## src/rtl/core/bprp_pkg.sv

```systemverilog
// shared types and constants for the reversed-digit prime pair check
package bprp_pkg;

	// width of the reversed_value result field
	localparam int unsigned REV_BITS = 20;
	// reversed number needs at most this many bits beyond the input width
	localparam int unsigned EXTRA_BITS = 4;

	localparam logic [3:0] RADIX_MIN   = 4'd2;
	localparam logic [3:0] RADIX_MAX   = 4'd10;
	localparam logic [3:0] RADIX_RESET = 4'd2;

	// commands from the controller to the datapath
	typedef struct packed {
		logic load;
		logic div_start;
		logic div_trial;
		logic rev_update;
		logic cand_load;
		logic which_rev;
		logic trial_step;
		logic mark_prime;
		logic mark_comp;
		logic publish;
	} cmd_t;

	// status from the datapath to the controller
	typedef struct packed {
		logic n_zero;
		logic div_done;
		logic cand_small;
		logic sq_gt;
		logic rem_zero;
		logic out_free;
	} status_t;

endpackage

```

## src/rtl/core/bprp_div.sv

```systemverilog
// iterative restoring divider, one quotient bit per cycle
module bprp_div #(
	parameter int unsigned WIDTH = 20
) (
	input  logic             clk,
	input  logic             arst_n,
	input  logic             start,
	input  logic [WIDTH-1:0] dividend,
	input  logic [WIDTH-1:0] divisor,
	output logic             done,
	output logic [WIDTH-1:0] quotient,
	output logic [WIDTH-1:0] remainder
);

	localparam int unsigned CNT_W = $clog2(WIDTH + 1);

	logic [WIDTH-1:0] rem_q;
	logic [WIDTH-1:0] quo_q;
	logic [CNT_W-1:0] cnt_q;
	logic             busy_q;
	logic             done_q;
	logic [WIDTH:0]   trial;
	logic [WIDTH:0]   diff;
	logic             fits;

	assign trial = {rem_q, quo_q[WIDTH-1]};
	assign diff  = trial - {1'b0, divisor};
	assign fits  = trial >= {1'b0, divisor};

	always_ff @(posedge clk or negedge arst_n) begin
		if (!arst_n) begin
			busy_q <= 1'b0;
			done_q <= 1'b0;
			cnt_q  <= '0;
		end else begin
			done_q <= 1'b0;
			if (start) begin
				busy_q <= 1'b1;
				cnt_q  <= CNT_W'(WIDTH);
			end else if (busy_q) begin
				cnt_q <= cnt_q - CNT_W'(1);
				if (cnt_q == CNT_W'(1)) begin
					busy_q <= 1'b0;
					done_q <= 1'b1;
				end
			end
		end
	end

	// datapath registers, no reset needed
	always_ff @(posedge clk) begin
		if (start) begin
			rem_q <= '0;
			quo_q <= dividend;
		end else if (busy_q) begin
			rem_q <= fits ? diff[WIDTH-1:0] : trial[WIDTH-1:0];
			quo_q <= {quo_q[WIDTH-2:0], fits};
		end
	end

	assign done      = done_q;
	assign quotient  = quo_q;
	assign remainder = rem_q;

endmodule

```

## src/rtl/core/bprp_datapath.sv

```systemverilog
// datapath: radix register, digit reversal, trial division and result register
module bprp_datapath
	import bprp_pkg::*;
#(
	parameter int unsigned VALUE_BITS = 16
) (
	input  logic                  clk,
	input  logic                  arst_n,
	input  cmd_t                  cmd,
	output status_t               st,
	input  logic                  cfg_valid,
	input  logic [3:0]            cfg_data,
	input  logic [VALUE_BITS-1:0] value,
	input  logic                  result_stall,
	output logic                  result_valid,
	output logic [REV_BITS-1:0]   reversed_value,
	output logic                  value_is_prime,
	output logic                  reversed_is_prime,
	output logic                  pair_found
);

	localparam int unsigned REV_W = VALUE_BITS + EXTRA_BITS;

	logic [3:0]            radix_q;
	logic [3:0]            eff_radix;
	logic [VALUE_BITS-1:0] val_q;
	logic [REV_W-1:0]      n_q;
	logic [REV_W-1:0]      rev_q;
	logic [REV_W-1:0]      cand_q;
	logic [REV_W-1:0]      d_q;
	logic [REV_W:0]        sq_q;
	logic                  vp_q;
	logic                  rp_q;
	logic                  res_valid_q;
	logic [REV_W-1:0]      res_rev_q;
	logic                  res_vp_q;
	logic                  res_rp_q;
	logic [REV_W+3:0]      rev_scaled;
	logic [REV_W-1:0]      div_a;
	logic [REV_W-1:0]      div_b;
	logic                  div_done;
	logic [REV_W-1:0]      div_quo;
	logic [REV_W-1:0]      div_rem;

	always_comb begin
		if (radix_q < RADIX_MIN) begin
			eff_radix = RADIX_MIN;
		end else if (radix_q > RADIX_MAX) begin
			eff_radix = RADIX_MAX;
		end else begin
			eff_radix = radix_q;
		end
	end

	assign div_a = cmd.div_trial ? cand_q : n_q;
	assign div_b = cmd.div_trial ? d_q : REV_W'(eff_radix);

	bprp_div #(
		.WIDTH(REV_W)
	) u_div (
		.clk      (clk),
		.arst_n   (arst_n),
		.start    (cmd.div_start),
		.dividend (div_a),
		.divisor  (div_b),
		.done     (div_done),
		.quotient (div_quo),
		.remainder(div_rem)
	);

	assign rev_scaled = rev_q * eff_radix;

	always_ff @(posedge clk or negedge arst_n) begin
		if (!arst_n) begin
			radix_q     <= RADIX_RESET;
			res_valid_q <= 1'b0;
		end else begin
			if (cfg_valid) begin
				radix_q <= cfg_data;
			end
			if (cmd.publish) begin
				res_valid_q <= 1'b1;
			end else if (!result_stall) begin
				res_valid_q <= 1'b0;
			end
		end
	end

	always_ff @(posedge clk) begin
		if (cmd.load) begin
			val_q <= value;
			n_q   <= REV_W'(value);
			rev_q <= '0;
		end
		if (cmd.rev_update) begin
			rev_q <= rev_scaled[REV_W-1:0] + div_rem;
			n_q   <= div_quo;
		end
		if (cmd.cand_load) begin
			cand_q <= cmd.which_rev ? rev_q : REV_W'(val_q);
			d_q    <= REV_W'(2);
			sq_q   <= (REV_W + 1)'(4);
		end
		// (d+1)^2 = d^2 + 2d + 1
		if (cmd.trial_step) begin
			sq_q <= sq_q + {d_q, 1'b1};
			d_q  <= d_q + REV_W'(1);
		end
		if (cmd.mark_prime || cmd.mark_comp) begin
			if (cmd.which_rev) begin
				rp_q <= cmd.mark_prime;
			end else begin
				vp_q <= cmd.mark_prime;
			end
		end
		if (cmd.publish) begin
			res_rev_q <= rev_q;
			res_vp_q  <= vp_q;
			res_rp_q  <= rp_q;
		end
	end

	assign st.n_zero     = (n_q == '0);
	assign st.div_done   = div_done;
	assign st.cand_small = (cand_q <= REV_W'(1));
	assign st.sq_gt      = (sq_q > {1'b0, cand_q});
	assign st.rem_zero   = (div_rem == '0);
	assign st.out_free   = !res_valid_q || !result_stall;

	assign result_valid      = res_valid_q;
	assign reversed_value    = REV_BITS'(res_rev_q);
	assign value_is_prime    = res_vp_q;
	assign reversed_is_prime = res_rp_q;
	assign pair_found        = res_vp_q && res_rp_q;

endmodule

```

## src/rtl/core/bprp_ctrl.sv

```systemverilog
// controller: sequences digit reversal and the two trial-division tests
module bprp_ctrl
	import bprp_pkg::*;
(
	input  logic    clk,
	input  logic    arst_n,
	input  logic    item_valid,
	output logic    item_stall,
	input  status_t st,
	output cmd_t    cmd
);

	typedef enum logic [2:0] {
		IDLE,
		REV_CHECK,
		REV_WAIT,
		P_INIT,
		P_CHECK,
		P_WAIT,
		PUB
	} state_t;

	state_t state_q;
	state_t state_d;
	logic   which_q;
	logic   decided;

	always_comb begin
		cmd     = '0;
		state_d = state_q;
		decided = 1'b0;
		unique case (state_q)
			IDLE: begin
				if (item_valid) begin
					cmd.load = 1'b1;
					state_d  = REV_CHECK;
				end
			end
			REV_CHECK: begin
				if (st.n_zero) begin
					state_d = P_INIT;
				end else begin
					cmd.div_start = 1'b1;
					state_d       = REV_WAIT;
				end
			end
			REV_WAIT: begin
				if (st.div_done) begin
					cmd.rev_update = 1'b1;
					state_d        = REV_CHECK;
				end
			end
			P_INIT: begin
				cmd.cand_load = 1'b1;
				state_d       = P_CHECK;
			end
			P_CHECK: begin
				if (st.cand_small) begin
					cmd.mark_comp = 1'b1;
					decided       = 1'b1;
				end else if (st.sq_gt) begin
					cmd.mark_prime = 1'b1;
					decided        = 1'b1;
				end else begin
					cmd.div_start = 1'b1;
					cmd.div_trial = 1'b1;
					state_d       = P_WAIT;
				end
			end
			P_WAIT: begin
				// divider operands must stay on the trial side while it runs
				cmd.div_trial = 1'b1;
				if (st.div_done) begin
					if (st.rem_zero) begin
						cmd.mark_comp = 1'b1;
						decided       = 1'b1;
					end else begin
						cmd.trial_step = 1'b1;
						state_d        = P_CHECK;
					end
				end
			end
			PUB: begin
				if (st.out_free) begin
					cmd.publish = 1'b1;
					state_d     = IDLE;
				end
			end
			default: begin
				state_d = IDLE;
			end
		endcase
		cmd.which_rev = which_q;
		if (decided) begin
			state_d = which_q ? PUB : P_INIT;
		end
	end

	always_ff @(posedge clk or negedge arst_n) begin
		if (!arst_n) begin
			state_q <= IDLE;
			which_q <= 1'b0;
		end else begin
			state_q <= state_d;
			if (cmd.load) begin
				which_q <= 1'b0;
			end else if (decided) begin
				which_q <= 1'b1;
			end
		end
	end

	assign item_stall = (state_q != IDLE);

endmodule

```

## src/rtl/core/base_reversed_prime_pair_check.sv

```systemverilog
// Reversed-digit prime pair check. One value at a time: its digits in the configured radix
// (2..10, register values outside clamp to the nearest end) are reversed and read back, then
// the value and the reversed number are each tested by trial division with divisors 2, 3, ...
// until the divisor squared exceeds the candidate. Every division runs on one shared restoring
// divider of W = VALUE_BITS+4 bits: one division per radix digit, then one per trial
// divisor for each of the two tests. A finished result waits in an output register, so the
// next value is taken while it is held. The radix register is written through a separate
// port that is always ready and should change only while idle.
module base_reversed_prime_pair_check
	import bprp_pkg::*;
#(
	parameter int unsigned VALUE_BITS = 16
) (
	input  logic                  clk,
	input  logic                  arst_n,
	input  logic                  cfg_valid,
	output logic                  cfg_ready,
	input  logic [3:0]            cfg_data,
	input  logic                  item_valid,
	output logic                  item_stall,
	input  logic [VALUE_BITS-1:0] value,
	output logic                  result_valid,
	input  logic                  result_stall,
	output logic [REV_BITS-1:0]   reversed_value,
	output logic                  value_is_prime,
	output logic                  reversed_is_prime,
	output logic                  pair_found
);

	cmd_t    cmd;
	status_t st;

	assign cfg_ready = 1'b1;

	bprp_ctrl u_ctrl (
		.clk       (clk),
		.arst_n    (arst_n),
		.item_valid(item_valid),
		.item_stall(item_stall),
		.st        (st),
		.cmd       (cmd)
	);

	bprp_datapath #(
		.VALUE_BITS(VALUE_BITS)
	) u_dp (
		.clk              (clk),
		.arst_n           (arst_n),
		.cmd              (cmd),
		.st               (st),
		.cfg_valid        (cfg_valid),
		.cfg_data         (cfg_data),
		.value            (value),
		.result_stall     (result_stall),
		.result_valid     (result_valid),
		.reversed_value   (reversed_value),
		.value_is_prime   (value_is_prime),
		.reversed_is_prime(reversed_is_prime),
		.pair_found       (pair_found)
	);

endmodule

```

## config.mk

```make
export PLATFORM = sky130hd
export DESIGN_NAME = base_reversed_prime_pair_check
export DESIGN_NICKNAME = d
export VERILOG_FILES = /design/src/rtl/core/bprp_pkg.sv /design/src/rtl/core/bprp_div.sv /design/src/rtl/core/bprp_datapath.sv /design/src/rtl/core/bprp_ctrl.sv /design/src/rtl/core/base_reversed_prime_pair_check.sv
export SDC_FILE = /design/constraint.sdc
export NUM_CORES = 1
export LEC_CHECK = 0
export CORE_ASPECT_RATIO = 1.1
export CORE_MARGIN = 5
export CORE_UTILIZATION = 50
export DETAILED_ROUTE_END_ITERATION = 6
export DONT_BUFFER_PORTS = 1
export PLACE_DENSITY_LB_ADDON = 0.15
export REMOVE_ABC_BUFFERS = 1
export SYNTH_ARGS = -nofsm -noshare
export SYNTH_HDL_FRONTEND = slang
export SYNTH_SLANG_ARGS = --single-unit
```

## constraint.sdc

```tcl
create_clock -name clk -period 6.9 [get_ports clk]
set_input_delay 1.035 -clock clk [delete_from_list [all_inputs] [get_ports clk]]
set_output_delay 1.035 -clock clk [all_outputs]
set_load 0.03 [all_outputs]
```

Word-level counts from Yosys, hierarchy flattened:

Cells that the tools add are included.

* register bits: 197
* bits of input ports: 25
* output and inout bits: 26
* word-level logic and storage cells: 127

* add/subtract/negate cells: 5
* multiply operators: 1
* magnitude comparators: 5
* equal/unequal tests: 15
* mux-type cells: 63
* bitwise gates (word level): 1
* reductions and logical operators: 16

Operator list (count)
* two-way mux 20 bit: 11
* two-way mux 21 bit: 2
* logical NOT 20 bit: 2
* two-way mux 1 bit: 29
* two-way mux 3 bit: 9
* adder 21 bit: 1
* >= comparator 21 x 20 -> 1 bit: 1
* greater-than comparator 21 x 20 -> 1 bit: 1
* one-hot mux 3 bit (7 select lines): 1
* adder 20 x 1 -> 20 bit (second input constant): 1
* adder 20 bit: 1
* <= comparator 20 x 1 -> 1 bit (second input constant): 1
* multiplier 20 x 4 -> 20 bit: 1
* subtractor 20 bit: 1
* two-way mux 16 bit: 1
* != test 3 x 2 -> 1 bit (second input constant): 5
* two-way mux 5 bit: 2
* equality test 3 bit (second input constant): 3
* two-way mux 4 bit: 2
* one-hot mux 1 bit (2 select lines): 4
* nonzero test 2 bit: 4
* AND reduction 7 bit: 1
* equality test 3 x 2 -> 1 bit (second input constant): 2
* != test 3 x 1 -> 1 bit (second input constant): 2
* 14 further kinds: 18

Depth between registers and ports, before layout:

Gate-level depths: netlist of run 1.

* depth after elaboration: 8
* depth in mapped cells: 21
* depth with buffers taken out: 18

Hierarchy:

A second synthesis of run 1 with hierarchy kept.

* cell total of the unflattened synthesis: 1303
* area total of the unflattened synthesis: 13797.0 sq um

By module, submodules not included
* bprp_datapath: instances 1, cells an instance 910, area each 10172.3 sq um, sequential area each 4360.4 sq um
* bprp_div: instances 1, cells an instance 344, area each 3229.3 sq um, sequential area each 1176.1 sq um
* bprp_ctrl: instances 1, cells an instance 47, area each 384.1 sq um, sequential area each 100.1 sq um
* base_reversed_prime_pair_check: instances 1, cells an instance 2, area each 11.3 sq um, sequential area each 0.0 sq um

Least setup slack after synthesis of run 1:

No wires, ideal clock.

* path kind: flip-flop to flip-flop
* start point: reg u_dp.radix_q[2]
* end point: reg u_dp.rev_q[19] (data pin)
* setup time: 0.257 ns
* data arrival time: 4.897 ns
* required time: 6.643 ns
* setup slack: 1.745 ns
* cell stages (with the launch flop): 20
* path buffers: 3
* period minus slack after synthesis: 5.155 ns
* cell sequence: dfrtp_1 > nor2b_1 > clkbuf_1 > o21bai_1 > clkbuf_1 > clkbuf_1 > and2_1 > fa_1 > fa_1 > inv_1 > fa_1 > inv_1 > ha_1 > a21o_1 > a21o_1 > a221o_1 > a2111oi_0 > a21oi_1 > a31o_1 > mux2i_1

* cells in the longest elaborated chain, start to end: 6
* elaborated cells on any way between the ends: 7
* those cells by class: add/sub: 1; mul: 1; order compare: 2; mux: 3

Ends and longest elaborated chain
* start, declared: line bprp_datapath.sv:24 `logic [3:0] radix_q;`
* start signal, assigned: line bprp_datapath.sv:79 `radix_q <= cfg_data;`
* greater-than comparator 4 bit: line bprp_datapath.sv:48 `end else if (radix_q > RADIX_MAX) begin`
* two-way mux 4 bit: line bprp_datapath.sv:48
* two-way mux 4 bit (*): line bprp_datapath.sv:46 `if (radix_q < RADIX_MIN) begin`
* multiplier 20 x 4 -> 20 bit (*): line bprp_datapath.sv:71 `assign rev_scaled = rev_q * eff_radix;`
* adder 20 bit (*): line bprp_datapath.sv:96 `rev_q <= rev_scaled[REV_W-1:0] + div_rem;`
* two-way mux 20 bit (*): line bprp_datapath.sv:95 `if (cmd.rev_update) begin`
* end signal, assigned: line bprp_datapath.sv:96
* end, declared: line bprp_datapath.sv:28 `logic [REV_W-1:0] rev_q;`

Mark *: on every way between the ends. The rest lies on a longest branch, timed or not.
A chain may end at the register's enable or synchronous reset.

Worst setup path in the final report of run 1:

* start point: reg u_dp.radix_q[3]
* end point: reg u_dp.rev_q[19] (data pin)

Same word-level chain as after synthesis.

==> impl_metrics.yaml, run 1 <==
route:
  drc: 0
  drtPass1Iterations: 5
  wl_mm: 33.3
  avgViaCountPerCell: 5.71
  route.detailed.wl_per_inst_um: 20.0
  ant_nets: 0
  drt_iter0_markers: 628
  vias: 9515
global_routing:
  grt_antenna_before_repair: 2
  globalRouteOverflowTotal: 0
  grtUsageTotal_pct: 22.1
  grt_pass1_vias: 9511
  grt_pass1_wl_mm: 52.9
  grt_max_degree: 47
logic_synthesis:
  ys_seq_area_share_pct: 41.4
  yosys_warnings: 0
  ys.flop_type: "edfxtp_1"
  async_reset_ff_share_pct: 8.12
  synth_area_leaders: "edfxtp_1, ha_1, fa_1"
  ys_types: 76
  synth_area_leader_cell: "edfxtp_1"
  synth_most_common_cell: "edfxtp_1"
  synth_edf_count: 161
  netlist_top_cells_count: "edfxtp_1, nand2_1, inv_1, nor2_1, ha_1"
  ys_ff_latch: 197
  synth_area_um2: 13600
  syn_inst: 1312
  synth.avg_cell_area_um2: 10.4
  synth_top_cell_area_share_pct: 35.5
job:
  max_cap_violations: 0
critical_path:
  rr_worst_depth: 18
  worstPathRequired_ns: 7.10
  timing.rr.end: "u_dp.rev_q[19]"
  cp_slowest_cell: "dfrtp_1"
  cp_cell_sequence: "nor2b_1, buf_4, o21bai_1, buf_4, and2_1, fa_1, fa_1, inv_1, fa_1, inv_1, ha_1, a21o_1, a21o_1, a221o_1, a2111oi_0, a21oi_1, a31o_1, mux2i_1"
  cp-end-kind: "flop"
  slowest_delay_ns: 0.78
  r2r-start: "u_dp.radix_q[3]"
  cp_top_family: "adder cells"
  start_kind: "flop"
  critPathBufInv: 4
  crit_top_cell: "fa_1"
  crit_arrival_ns: 5.77
  reg2reg_slack_ns: 1.33
  crit_type: "flop to flop"
  crit_path_max_fanout: 23
clock_network:
  cts_num_sinks: 197
  cts_setup_buffers: 0
  cts_buffers: 17
  cts.repair.resized: 0
  path_clk_slew_ns: 0.07
  holdBufCountCts: 0
  root_buffer: "clkbuf_16"
  h-tree-depth: 4
  clk_latency_ns: 0.44
  cts_tree: "yes"
  cts_buffer_depth: 2
floorplan:
  io_pins: 51
  die_w_um: 167
  design.core.area_um2: 26900
  die_area_um2: 30600
  rows: 63
  start_util_pct: 50.6
  die_height_um: 183
pwr:
  leakagePower_nw: 5.70
  ir_drop_mv: 0.333
  p_total_mw: 4.64
  p_per_area_nw_per_um2: 320
timing:
  fmax_mhz: 180
  min_period_ns: 5.57
  hold_viol: 0
  tightest_slew_ns: 1.13
  slew_violations: 0
  max-slew-margin-rel_pct: 24.4
  setup_viol: 0
  hold_slack_ns: 0.281
  fin_crit_sh_pct: 80.7
  rsz0062_at_grt: "false"
  fin_skew_ns: 0.0128
  fin_tns_setup_ns: 0
finish:
  antenna_cells: 0
  area_growth_pct: 6.59
  drive_gt1_share_pct: 9.32
  nets: 1459
  fin_cells: 1666
placed_design:
  dp.cells: 1635
  dp_hpwl_mm: 24.5
  place_congestion: 0.860
  port_buffers: 0
run_status:
  outcome: "completed"
hold_path:
  hold_class: "input port to asynchronous set/reset pin"
[report_power, final]
part | internal, mW | switching, mW | leakage [nW]
Sequential | 1.40 | 0.155 | 1.74
Combinational | 0.933 | 1.15 | 3.70
Clock | 0.510 | 0.487 | 0.273
Total | 2.85 | 1.79 | 5.70
[worst register-to-register path, delay by kind of cell, from the launching register on]
kind / cells / cell delay (ns)
buffers and inverters: 4 / 0.55
DFF: 1 / 0.78
AOI/OAI and AO/OA: 7 / 1.75
adders and majority gates: 4 / 1.85
muxes: 1 / 0.11
and+or+nand+nor: 2 / 0.27
[metal layers]
| metal | vias up | global-route usage [%] | routed length, µm |
|---|---|---|---|
| met5 | - | 0 | 0 |
| met1 | 4671 | 30.2 | 15000 |
| met4 | 0 | 6.56 | 780 |
| met3 | 45 | 4.42 | 1790 |
| li1 | 4583 | - | - |
| met2 | 216 | 36.0 | 15700 |
[sequential cells by signal, indices dropped and copies added (netlist names), 3 cells and up]
name and flops:
u_dp.reversed_value 20, u_dp.val_q 16, u_dp.rev_q 20, u_dp.u_div.quotient 20, u_dp.d_q 20, u_ctrl.state_q 3, u_dp.cand_q 20, u_dp.sq_q 21
u_dp.n_q 20, u_dp.u_div.cnt_q 5, u_dp.radix_q 4, u_dp.u_div.remainder 20
[area by class of cell]
| type | instances | area [µm²] |
|---|---|---|
| clock buffer | 18 | 429 |
| clock inverter | 13 | 138 |
| fill | 2411 | 12400 |
| inverter | 121 | 454 |
| multi-input combinational | 951 | 7330 |
| sequential | 197 | 5640 |
| tap | 357 | 447 |
| timing repair buffer | 9 | 67.6 |
[how the worst max path moves through the flow]
stage | slack [ns] | end | cells past startpoint | from
4_1_cts | 1.36 | u_dp.rev_q[19] | 18 | u_dp.radix_q[3]
6_report | 1.33 | u_dp.rev_q[19] | 18 | u_dp.radix_q[3]
5_1_grt | 0.96 | u_dp.rev_q[18] | 18 | u_dp.radix_q[3]
2_1_floorplan | 1.38 | u_dp.rev_q[19] | 16 | u_dp.radix_q[3]
3_3_place_gp | 1.49 | u_dp.rev_q[19] | 18 | u_dp.radix_q[3]
3_5_place_dp | 1.41 | u_dp.rev_q[19] | 18 | u_dp.radix_q[3]
[per-stage QoR]
stage          utilization, %  cell area (µm²)  worst slack [ns]
4_1_cts                  53.9            14500              1.36
3_3_place_gp             51.8            13900              1.49
5_1_grt                  53.9            14500             0.959
3_5_place_dp             51.8            13900              1.41
6_report                 53.9            14500              1.33
2_1_floorplan               -            13400              1.38
[cells by family (layout without fill, tap and decap cells)]
kind of cell | Yosys count | after routing | synth area share [%]
simple gates | 472 | 472 | 17.0
compound gates | 207 | 207 | 10.3
flops | 197 | 197 | 41.4
buf+inv | 164 | 161 | 4.90
fa+ha+maj | 137 | 137 | 15.5
mux | 73 | 73 | 6.88
xor+xnor | 61 | 61 | 3.93
other cells | 1 | 1 | 0.0276
[placed cells by master, fill, tap and decap left out, drive strengths merged, types with 4 or more instances in the layout]
master,n
inv,129
a21oi,55
o2111ai,4
buf,9
xnor2,38
nand4,9
mux2,62
nand2b,16
nand2,157
dfxtp,20
clkbuf,18
mux2i,11
a311oi,16
dfrtp,15
a211oi,10
o21bai,10
ha,85
fa,52
xor2,23
a211o,6
or2,5
nor2b,8
o21a,7
nor3,18
or3,11
and2,67
o21ai,43
o211ai,8
a21o,19
and3,12
nor3b,8
edfxtp,161
nor2,98
nand3,32
nor4,19
Power figures use the tool's default switching activity.
==> inputs of run 2 (changes only) <==
==> constraint.sdc (replaced) <==
create_clock -name clk -period 4.82 [get_ports clk]
set_input_delay 0.723 -clock clk [delete_from_list [all_inputs] [get_ports clk]]
set_output_delay 0.723 -clock clk [all_outputs]
set_load 0.03 [all_outputs]
==> impl_metrics.yaml, run 2 (same netlist as run 1, synthesis figures left out) <==
run_status:
  outcome: "completed"
timing:
  layout_setup_ws_ns: 0.113
  slew_violations: 0
  min_period_ns: 4.71
  setup_viol: 0
  fmax_mhz: 212
  rsz0062_at_grt: "true"
  hold_slack_ns: 0.112
  tightest_slew_ns: 1.13
  max-slew-margin-rel_pct: 24.6
  hold_viol: 0
  fin_skew_ns: 0.0103
  fin_crit_sh_pct: 97.6
pwr:
  p_int_mw: 4.48
  comb_power_share_pct: 49.0
  leakagePower_nw: 6.08
  p_per_area_nw_per_um2: 477
  ir_drop_mv: 0.345
  p_clk_share_pct: 20.3
  seqPwrFrac_pct: 30.6
  p_sw_share_pct: 38.6
  p_switching_mw: 2.81
  p_total_mw: 7.29
critical_path:
  crit_type: "flop to flop"
  start_kind: "flop"
  crit_path_max_fanout: 5
  crit_arrival_ns: 4.91
  cp-end-kind: "flop"
  worstPathRequired_ns: 5.02
clock_network:
  cts_buffer_depth: 2
  cts_num_sinks: 197
  path_clk_slew_ns: 0.08
  root_buffer: "clkbuf_16"
  h-tree-depth: 4
  cts_tree: "yes"
  cts_buffers: 17
  clk_latency_ns: 0.45
finish:
  largest_reg_flops: 21
  drive_gt1_share_pct: 16.1
  regMostFlops: "u_dp.sq_q"
  fillers: 2257
  layout_common_cells: "edfxtp_1, nand2_1, inv_1, nor2_1, ha_1"
  antenna_cells: 0
  area_growth_pct: 12.4
  nets: 1523
  final_common_cell: "edfxtp_1"
floorplan:
  die_w_um: 167
  rows: 63
  io_pins: 51
  die_area_um2: 30600
  start_util_pct: 50.6
  design.core.area_um2: 26900
  die_height_um: 183
route:
  drc: 0
  ant_nets: 0
  route.detailed.wl_per_inst_um: 20.2
  wl_mm: 34.9
  vias: 9830
  avgViaCountPerCell: 5.68
  drt_iter0_markers: 653
  drtPass1Iterations: 5
global_routing:
  grt_max_degree: 47
  grt_pass1_vias: 9703
  grtUsageTotal_pct: 22.6
  grt_antenna_before_repair: 0
  globalRouteOverflowTotal: 0
  grt_pass1_wl_mm: 53.7
placed_design:
  place_congestion: 0.859
  port_buffers: 0
  dpl_worst_slack_ns: -0.0178
  dp_hpwl_mm: 25.6
job:
  max_cap_violations: 0
hold_path:
  hold_class: "input port to asynchronous set/reset pin"
==> run 2: final timing paths <==
path | cells past startpoint | endpoint | slack (ns) | start
worst max-delay path | 17 | u_dp.rev_q[19] | 0.11 | u_dp.radix_q[3]
worst min-delay path | 0 | u_dp.radix_q[1] | 0.11 | arst_n
worst max register to register | 17 | u_dp.rev_q[19] | 0.11 | u_dp.radix_q[3]
worst min register to register | 0 | u_dp.value_is_prime | 0.42 | u_dp.vp_q
max in group asynchronous | 1 | u_dp.radix_q[3] | 3.47 | arst_n
min in group clk | 0 | u_dp.val_q[3] | 0.37 | value[3]
==> run 2: timing repair <==
item,CTS,global route
hold endpoints to repair,15,0
buffers inserted,0,13
resized for setup,3,52
setup endpoints to repair,2,28
pin swaps,0,20
cloned,0,1
hold buffers,1,0
==> run 2: layout make-up <==
type                       instances  area [µm²]  area share [%]
clock inverter                    13         161            1.06
inverter                         121         454            2.97
clock buffer                      19         433            2.83
sequential                       197        5640            36.9
multi-input combinational        951        7560            49.5
tap                              357         447            2.92
timing repair buffer              73         586            3.83
==> run 2: critical path, cell delays in order (launching register included) <==
cell       delay [ns]
dfrtp_2          0.45
nor2b_2          0.18
o21bai_4         0.20
buf_6            0.16
and2_4           0.15
fa_1             0.43
fa_1             0.53
inv_1            0.06
fa_1             0.50
inv_1            0.07
ha_4             0.24
a21o_1           0.19
a21o_1           0.17
a221o_1          0.38
a2111oi_4        0.33
a21oi_2          0.11
a31o_1           0.20
mux2i_1          0.11
==> run 2: power groups by stage <==
| stage | Clock [mW] | Combinational, mW | Sequential [mW] |
|---|---|---|---|
| floorplan | 0 | 2.40 | 2.16 |
| global placement | 0 | 3.15 | 2.27 |
| detailed placement | 0 | 3.16 | 2.26 |
| CTS | 1.50 | 3.21 | 2.23 |
| global route | 1.58 | 3.95 | 2.25 |
| finish | 1.48 | 3.58 | 2.23 |
==> run 2: stage by stage <==
step / utilization (%) / std cells / TNS (ns) / area (µm²)
after global placement: 53.2 / 1684 / 0 / 14300
after CTS: 55.5 / 1717 / -0.00369 / 14900
after global routing: 56.9 / 1731 / -0.0929 / 15300
after floorplan: - / 1269 / -10.13 / 13400
final: 56.9 / 1731 / 0 / 15300
after detailed placement: 53.2 / 1684 / -0.0212 / 14300
==> run 2: per-layer routing <==
metal / vias up / part of all wire (%) / GRT usage [%]
met5: - / 0 / 0
met4: 0 / 1.6 / 5.75
met3: 34 / 5.0 / 3.88
met2: 245 / 48 / 37.6
met1: 4835 / 46 / 31.1
li1: 4716 / - / -
